<file path="config.mk">
export PLATFORM = sky130hd
export DESIGN_NAME = sorted_set_table
export DESIGN_NICKNAME = d
export VERILOG_FILES = /design/src/sst_pkg.sv /design/src/sorted_set_table.sv /design/src/sst_mem.sv /design/src/sst_ctrl.sv
export SDC_FILE = /design/constraint.sdc
export NUM_CORES = 1
export LEC_CHECK = 0
export BUFFER_PORTS_ARGS = -buffer_cell sky130_fd_sc_hd__buf_2
export CAP_MARGIN = 20
export CORE_MARGIN = 5
export CORE_UTILIZATION = 40
export DETAILED_ROUTE_END_ITERATION = 10
export PLACE_DENSITY = 0.67
export SLEW_MARGIN = 5
export SYNTH_ARGS = -nofsm -noshare
export SYNTH_HDL_FRONTEND = slang
export SYNTH_SLANG_ARGS = --single-unit
</file>
<file path="constraint.sdc">
create_clock -name clk -period 13.8 [get_ports clk]
set_input_delay 0 -clock clk [delete_from_list [all_inputs] [get_ports clk]]
set_output_delay 0 -clock clk [all_outputs]
set_load 0.05 [all_outputs]
</file>
<file path="src/sst_pkg.sv">
// types and codes shared by the sorted set table modules
// no dependencies
`timescale 1ns / 1ps

package sst_pkg;

  // operation codes of an input beat
  typedef enum logic [1:0] {
    OP_INSERT = 2'd0,
    OP_POP    = 2'd1,
    OP_REMOVE = 2'd2,
    OP_FIND   = 2'd3
  } op_t;

  // status codes of a result beat
  typedef enum logic [2:0] {
    ST_OK      = 3'd0,
    ST_DUP     = 3'd1,
    ST_FULL    = 3'd2,
    ST_MISSING = 3'd3,
    ST_EMPTY   = 3'd4
  } status_t;

  // sequencer states
  typedef enum logic [2:0] {
    S_IDLE,
    S_POP,
    S_SEARCH,
    S_SHR,
    S_PLACE,
    S_SHL,
    S_FINISH
  } state_t;

  // one finished result, handed from the sequencer to the output register
  typedef struct packed {
    status_t            status;
    logic signed [31:0] value;
    logic        [4:0]  count;
    logic               empty;
  } sst_result_t;

endpackage

</file>
<file path="src/sorted_set_table.sv">
// sorted set table: a table of distinct signed 32-bit values kept in ascending order.
// Input channel (in_valid/in_ready) carries one beat per operation: kind selects
// insert, pop largest, remove value or find value, and value is the operand.
// Output channel (out_valid/out_ready) carries one result beat per input beat:
// status, result_value, entry_count and is_empty after the operation.
// One operation at a time: in_ready is high only while the sequencer is idle.
// Steps from acceptance to the result beat: pop or remove on an empty table goes
// straight to the finish state, any other pop reads the top entry first, and find,
// remove and insert walk the entries below the match position, then move one entry
// per step to open or close a gap, and an inserted value is placed in a last step.
// A new beat is taken in the cycle after the result is handed over.
// The single read port of the entry store and the one shared compare see one entry
// per cycle, which sets the walk.
// The result waits in an output register; a new beat is taken while it waits,
// and if the receiver stalls longer the sequencer holds its finished result.
// Reset (rst, synchronous, active high) empties the table at once and drops any
// pending result; the entry store itself is not cleared.
// depends on sst_pkg, sst_mem, sst_ctrl
`timescale 1ns / 1ps

module sorted_set_table #(
  parameter int CAPACITY = 16
) (
  input  logic               clk,
  input  logic               rst,
  input  logic               in_valid,
  output logic               in_ready,
  input  logic        [1:0]  kind,
  input  logic signed [31:0] value,
  output logic               out_valid,
  input  logic               out_ready,
  output logic        [2:0]  status,
  output logic signed [31:0] result_value,
  output logic        [4:0]  entry_count,
  output logic               is_empty
);

  import sst_pkg::*;

  localparam int AW = $clog2(CAPACITY);
  localparam int CW = $clog2(CAPACITY + 1);

  logic               out_free, done;
  sst_result_t        result;
  logic               rd_en, we;
  logic [AW-1:0]      raddr, waddr;
  logic signed [31:0] rdata, wdata;

  assign out_free = !out_valid || out_ready;

  sst_ctrl #(
    .CAPACITY (CAPACITY),
    .AW       (AW),
    .CW       (CW)
  ) u_ctrl (
    .clk      (clk),
    .rst      (rst),
    .in_valid (in_valid),
    .in_ready (in_ready),
    .kind     (kind),
    .value    (value),
    .out_free (out_free),
    .done     (done),
    .result   (result),
    .rd_en    (rd_en),
    .raddr    (raddr),
    .rdata    (rdata),
    .we       (we),
    .waddr    (waddr),
    .wdata    (wdata)
  );

  sst_mem #(
    .DEPTH (CAPACITY),
    .AW    (AW)
  ) u_mem (
    .clk   (clk),
    .rd_en (rd_en),
    .raddr (raddr),
    .rdata (rdata),
    .we    (we),
    .waddr (waddr),
    .wdata (wdata)
  );

  // output register, valid flag
  always_ff @(posedge clk) begin
    if (rst) begin
      out_valid <= 1'b0;
    end else if (done) begin
      out_valid <= 1'b1;
    end else if (out_ready) begin
      out_valid <= 1'b0;
    end
  end

  // output register, payload
  always_ff @(posedge clk) begin
    if (done) begin
      status       <= result.status;
      result_value <= result.value;
      entry_count  <= result.count;
      is_empty     <= result.empty;
    end
  end

endmodule

</file>
<file path="src/sst_mem.sv">
// entry store of the sorted set table: one write port, one registered read port
// depends on nothing
`timescale 1ns / 1ps

module sst_mem #(
  parameter int DEPTH = 16,
  parameter int AW    = 4
) (
  input  logic                 clk,
  input  logic                 rd_en,
  input  logic        [AW-1:0] raddr,
  output logic signed [31:0]   rdata,
  input  logic                 we,
  input  logic        [AW-1:0] waddr,
  input  logic signed [31:0]   wdata
);

  logic signed [31:0] mem [DEPTH];

  // write port
  always_ff @(posedge clk) begin
    if (we) begin
      mem[waddr] <= wdata;
    end
  end

  // registered read port
  always_ff @(posedge clk) begin
    if (rd_en) begin
      rdata <= mem[raddr];
    end
  end

endmodule

</file>
<file path="src/sst_ctrl.sv">
// sequencer of the sorted set table: search walk, shift walks and the shared compare
// depends on sst_pkg; drives the ports of sst_mem
`timescale 1ns / 1ps

module sst_ctrl #(
  parameter int CAPACITY = 16,
  parameter int AW       = 4,
  parameter int CW       = 5
) (
  input  logic                  clk,
  input  logic                  rst,
  input  logic                  in_valid,
  output logic                  in_ready,
  input  logic        [1:0]     kind,
  input  logic signed [31:0]    value,
  input  logic                  out_free,
  output logic                  done,
  output sst_pkg::sst_result_t  result,
  output logic                  rd_en,
  output logic        [AW-1:0]  raddr,
  input  logic signed [31:0]    rdata,
  output logic                  we,
  output logic        [AW-1:0]  waddr,
  output logic signed [31:0]    wdata
);

  import sst_pkg::*;

  localparam logic [CW-1:0] CAP_CNT = CW'(CAPACITY);

  state_t             state, state_next;
  op_t                op;
  logic signed [31:0] val;
  logic [CW-1:0]      count, count_next;
  logic [CW-1:0]      idx, idx_next;
  logic [CW-1:0]      j, j_next;
  status_t            res_status, res_status_next;
  logic signed [31:0] res_value, res_value_next;

  // index arithmetic, one bit wider where a sum may reach the capacity
  logic [CW:0]        idx_inc, j_inc, j_inc2;
  logic [CW-1:0]      j_dec, j_dec2, cnt_dec;
  logic [CW+4:0]      cnt_wide;
  logic               hit_end, less, found;

  assign idx_inc  = {1'b0, idx} + 1'b1;
  assign j_inc    = {1'b0, j} + 1'b1;
  assign j_inc2   = {1'b0, j} + 2'd2;
  assign j_dec    = j - 1'b1;
  assign j_dec2   = j - 2'd2;
  assign cnt_dec  = count - 1'b1;
  assign cnt_wide = {5'd0, count};

  // shared compare of the entry just read against the beat's value
  assign hit_end = (idx >= count);
  assign less    = !hit_end && (rdata < val);
  assign found   = !hit_end && (rdata == val);

  // state and working registers
  always_ff @(posedge clk) begin
    if (rst) begin
      state <= S_IDLE;
      count <= '0;
    end else begin
      state <= state_next;
      count <= count_next;
    end
  end

  always_ff @(posedge clk) begin
    if (in_valid && in_ready) begin
      op  <= op_t'(kind);
      val <= value;
    end
    idx        <= idx_next;
    j          <= j_next;
    res_status <= res_status_next;
    res_value  <= res_value_next;
  end

  // next state, memory requests and result
  always_comb begin
    state_next      = state;
    count_next      = count;
    idx_next        = idx;
    j_next          = j;
    res_status_next = res_status;
    res_value_next  = res_value;
    in_ready        = 1'b0;
    done            = 1'b0;
    rd_en           = 1'b0;
    raddr           = idx[AW-1:0];
    we              = 1'b0;
    waddr           = j[AW-1:0];
    wdata           = rdata;
    result.status   = res_status;
    result.value    = res_value;
    result.count    = cnt_wide[4:0];
    result.empty    = (count == '0);

    unique case (state)
      S_IDLE: begin
        in_ready = 1'b1;
        if (in_valid) begin
          res_status_next = ST_OK;
          res_value_next  = '0;
          idx_next        = '0;
          priority if (op_t'(kind) == OP_POP || op_t'(kind) == OP_REMOVE) begin
            if (count == '0) begin
              res_status_next = ST_EMPTY;
              state_next      = S_FINISH;
            end else if (op_t'(kind) == OP_POP) begin
              rd_en      = 1'b1;
              raddr      = cnt_dec[AW-1:0];
              state_next = S_POP;
            end else begin
              rd_en      = 1'b1;
              raddr      = '0;
              state_next = S_SEARCH;
            end
          end else begin
            // insert and find walk even an empty table
            rd_en      = (count != '0);
            raddr      = '0;
            state_next = S_SEARCH;
          end
        end
      end

      S_POP: begin
        res_value_next = rdata;
        count_next     = cnt_dec;
        state_next     = S_FINISH;
      end

      // walk up to the first entry not less than the value
      S_SEARCH: begin
        if (less) begin
          idx_next = idx_inc[CW-1:0];
          if (idx_inc < {1'b0, count}) begin
            rd_en = 1'b1;
            raddr = idx_inc[AW-1:0];
          end
        end else begin
          unique case (op)
            OP_FIND: begin
              if (found) begin
                res_value_next = val;
              end else begin
                res_status_next = ST_MISSING;
              end
              state_next = S_FINISH;
            end
            OP_INSERT: begin
              priority if (found) begin
                res_status_next = ST_DUP;
                state_next      = S_FINISH;
              end else if (count == CAP_CNT) begin
                res_status_next = ST_FULL;
                state_next      = S_FINISH;
              end else if (count > idx) begin
                j_next     = count;
                rd_en      = 1'b1;
                raddr      = cnt_dec[AW-1:0];
                state_next = S_SHR;
              end else begin
                state_next = S_PLACE;
              end
            end
            OP_REMOVE: begin
              priority if (!found) begin
                res_status_next = ST_MISSING;
                state_next      = S_FINISH;
              end else if (idx_inc < {1'b0, count}) begin
                j_next     = idx;
                rd_en      = 1'b1;
                raddr      = idx_inc[AW-1:0];
                state_next = S_SHL;
              end else begin
                count_next = cnt_dec;
                state_next = S_FINISH;
              end
            end
            default: begin
              state_next = S_FINISH;
            end
          endcase
        end
      end

      // open a gap: move entries up one place, top first
      S_SHR: begin
        we    = 1'b1;
        waddr = j[AW-1:0];
        wdata = rdata;
        if ({1'b0, j} > idx_inc) begin
          rd_en      = 1'b1;
          raddr      = j_dec2[AW-1:0];
          j_next     = j_dec;
        end else begin
          state_next = S_PLACE;
        end
      end

      S_PLACE: begin
        we         = 1'b1;
        waddr      = idx[AW-1:0];
        wdata      = val;
        count_next = count + 1'b1;
        state_next = S_FINISH;
      end

      // close the gap: move entries down one place, bottom first
      S_SHL: begin
        we    = 1'b1;
        waddr = j[AW-1:0];
        wdata = rdata;
        if (j_inc2 < {1'b0, count}) begin
          rd_en  = 1'b1;
          raddr  = j_inc2[AW-1:0];
          j_next = j_inc[CW-1:0];
        end else begin
          count_next = cnt_dec;
          state_next = S_FINISH;
        end
      end

      S_FINISH: begin
        if (out_free) begin
          done       = 1'b1;
          state_next = S_IDLE;
        end
      end

      default: begin
        state_next = S_IDLE;
      end
    endcase
  end

endmodule

</file>
==> results_dict.tcl <==
set metrics [dict create \
    hp-class "in2reg" \
    synthArstFlopShare_pct 0 \
    mostFrequentLayoutCell "edfxtp_1" \
    cts_max_level 3 \
    synth.area.mux_share_pct 4.54 \
    synth_fa_ha_area_share_pct 2.65 \
    hpwl_um 40200 \
    tightest_slew_ns 1.14 \
    fin_crit_sh_pct 48.8 \
    cp_max_fo 122 \
    cp.required_ns 14.15 \
    core.rowCount 99 \
    drive_gt1_share_pct 14.3 \
    io_pins 81 \
    min_period_ns 6.74 \
    synth_compound_gate_area_share_pct 12.1 \
    power_density_nw_per_um2 262 \
    finalMaxSlewViolations 0 \
    synthSimpleGateAreaFrac_pct 7.67 \
    io_buffers 80 \
    die_x_um 280 \
    max_cap_violations 0 \
    initial_core_util_pct 40.1 \
    grt_pass1_wl_um 115000 \
    hold_violations 0 \
    wirelength_um 78100 \
    dr.pass1.iters 6 \
    cts_sinks 673 \
    synth-seq-area-share_pct 69.1 \
    die_h_um 280 \
    grt.total_usage_pct 19.2 \
    wl_met3_um 6390 \
    root_buffer "clkbuf_16" \
    clockBufferDepth 3 \
    met2_length_um 38400 \
    layout_common_cells "edfxtp_1, and3_1, mux2i_1" \
    area_growth_pct 14.1 \
    critPathArrivalTime_ns 7.09 \
    drt.antenna.violating_nets 0 \
    yosysWarnings 0 \
    grt_max_degree 123 \
    antenna_found_initial 0 \
    place_congestion 0.867 \
    drc 0 \
    first_global_vias 18410 \
    tns_ns 0 \
    cp-end-kind "flip-flop" \
    diodes 0 \
    ys_types 77 \
    syn_inst 1958 \
    wl_met1_um 31400 \
    netlist_area_sq_um 29100 \
    utilization_pct 45.8 \
    relSlewSlack_pct 24.2 \
    die_area_sq_um 78300 \
    vdd_drop_max_mv 0.261 \
    skew_ns 0.0281 \
    synth_top_family_by_area "compound AO/OA/AOI/OAI gates" \
    critPathLaunchType "flip-flop" \
    vias_per_cell 6.04 \
    clock.fmax_mhz 148 \
    synth_edf_count 664 \
    ys_ff_latch 673 \
    path_clk_slew_ns 0.07 \
    synth_nets 2057 \
    num_vias 18548 \
    tritoncts "yes" \
    overflow 0 \
    core_region_area_sq_um 72600 \
    clock_latency_ns 0.62 \
    synth_xor_area_share_pct 0.481 \
    avgSynthCellArea_sq_um 14.9 \
    dr.first_iter.drc_count 1928 \
    setup_viol 0 \
    routed.top_layer "met4" \
    crit_type "reg2reg" \
    finalNetCount 2157 \
    status "complete, no violations" \
    rsz0062_at_grt "no" \
    power.leakage_nw 11.7 \
    wl_per_cell_um 25.4 \
    synthFlopType "edfxtp_1" \
    cts_buffers 66 \
]
## metrics by stage
| step | std cells | worst slack (ns) | hold slack (ns) | instance area, sq um | power, W |
|---|---|---|---|---|---|
| global placement | 2909 | 7.26 | 0.177 | 30700 | 0.00674 |
| global route | 3070 | 6.69 | 0.0890 | 33200 | 0.00908 |
| CTS | 3067 | 7.08 | 0.0598 | 33200 | 0.00863 |
| detailed placement | 2909 | 7.13 | 0.178 | 30700 | 0.00684 |
| floorplan | 1958 | 8.58 | 0.0989 | 29100 | 0.00573 |
| finish | 3070 | 7.06 | 0.0906 | 33200 | 0.00869 |
## registers in the layout, summed over array words and instances (netlist names)
register,cells
entry_count,5
is_empty,1
out_valid,1
result_value,32
status,3
u_ctrl.count,5
u_ctrl.idx,5
u_ctrl.j,5
u_ctrl.op,2
u_ctrl.res_status,3
u_ctrl.res_value,32
u_ctrl.state,3
u_ctrl.val,32
u_mem.mem,512
u_mem.rdata,32
## power by group
group | internal [W] | switching (W)
Clock | 0.00102 | 0.000762
Combinational | 0.00125 | 0.00256
Sequential | 0.00294 | 0.000162
Total | 0.00521 | 0.00349
## cell usage after synthesis (8+ instances only)
library cell / instances / area share, %
inv_1: 57 / 0.73
a2111oi_0: 98 / 2.9
nor2_1: 62 / 0.80
buf_6: 13 / 0.50
xnor2_1: 15 / 0.45
o21ai_0: 81 / 1.4
ha_1: 60 / 2.6
nand4_1: 11 / 0.24
buf_4: 8 / 0.21
a221oi_1: 126 / 3.8
a2111oi_1: 27 / 0.93
nand2_1: 97 / 1.3
a21oi_1: 46 / 0.79
edfxtp_1: 664 / 68
or4_1: 34 / 0.88
buf_2: 51 / 0.88
a21o_1: 10 / 0.26
nor3_1: 9 / 0.15
dfxtp_1: 9 / 0.62
nand3_1: 14 / 0.24
mux2i_1: 131 / 4.5
nor2b_1: 11 / 0.24
and3_1: 133 / 2.9
clkbuf_1: 83 / 1.1
## layer usage
layer	vias to the layer above	track usage, %
met5	-	0
met4	0	6.56
met3	135	2.85
met2	924	32.6
met1	9347	25.4
li1	8142	-
## worst max-delay path, stage by stage, from the launching register on
cell	delay [ns]
edfxtp_1	0.59
clkinv_1	0.34
xnor2_1	0.46
inv_1	0.09
ha_1	0.30
a21o_1	0.18
nand2_1	0.07
and4b_1	0.37
nand4_1	0.31
o221ai_1	0.30
nor2b_1	0.11
o2111ai_4	0.18
buf_4	0.45
nand2_8	0.65
buf_4	0.62
buf_16	0.30
a221oi_1	0.35
a2111oi_0	0.14
or4_1	0.51
## final cells by class
type / count / area, sq um
fillers: 6262 / 39400
clock buffers: 81 / 1750
clock inverters: 40 / 378
inverters: 59 / 221
flip-flops and latches: 673 / 20100
multi-input cells: 1066 / 8200
repair buffers: 192 / 1370
well taps: 959 / 1200
## final timing paths
kind | start | endpoint | slack, ns | cells past startpoint
setup reg to reg | u_ctrl.idx[3] | u_mem.rdata[28] | 7.06 | 18
hold reg to reg | u_ctrl.res_value[28] | result_value[28] | 0.41 | 0
setup / recovery | u_ctrl.idx[3] | u_mem.rdata[28] | 7.06 | 18
hold / removal | value[18] | u_ctrl.val[18] | 0.09 | 2
## kinds of logic (layout without fill, tap and decap cells)
family	after synthesis	in the layout
xor+xnor	16	16
buf+inv	219	372
fa+ha+maj	61	61
flops	673	673
compound gates	451	451
mux	132	132
simple gates	406	406
## what timing repair did
item                                    4_1_cts  5_1_grt
endpoints found under the setup margin        0        0
endpoints found under the hold margin        43        0
buffers inserted                              0        0
gates resized for setup                       0        0
hold buffers                                 37        0
(Power assumes the default switching activity.)
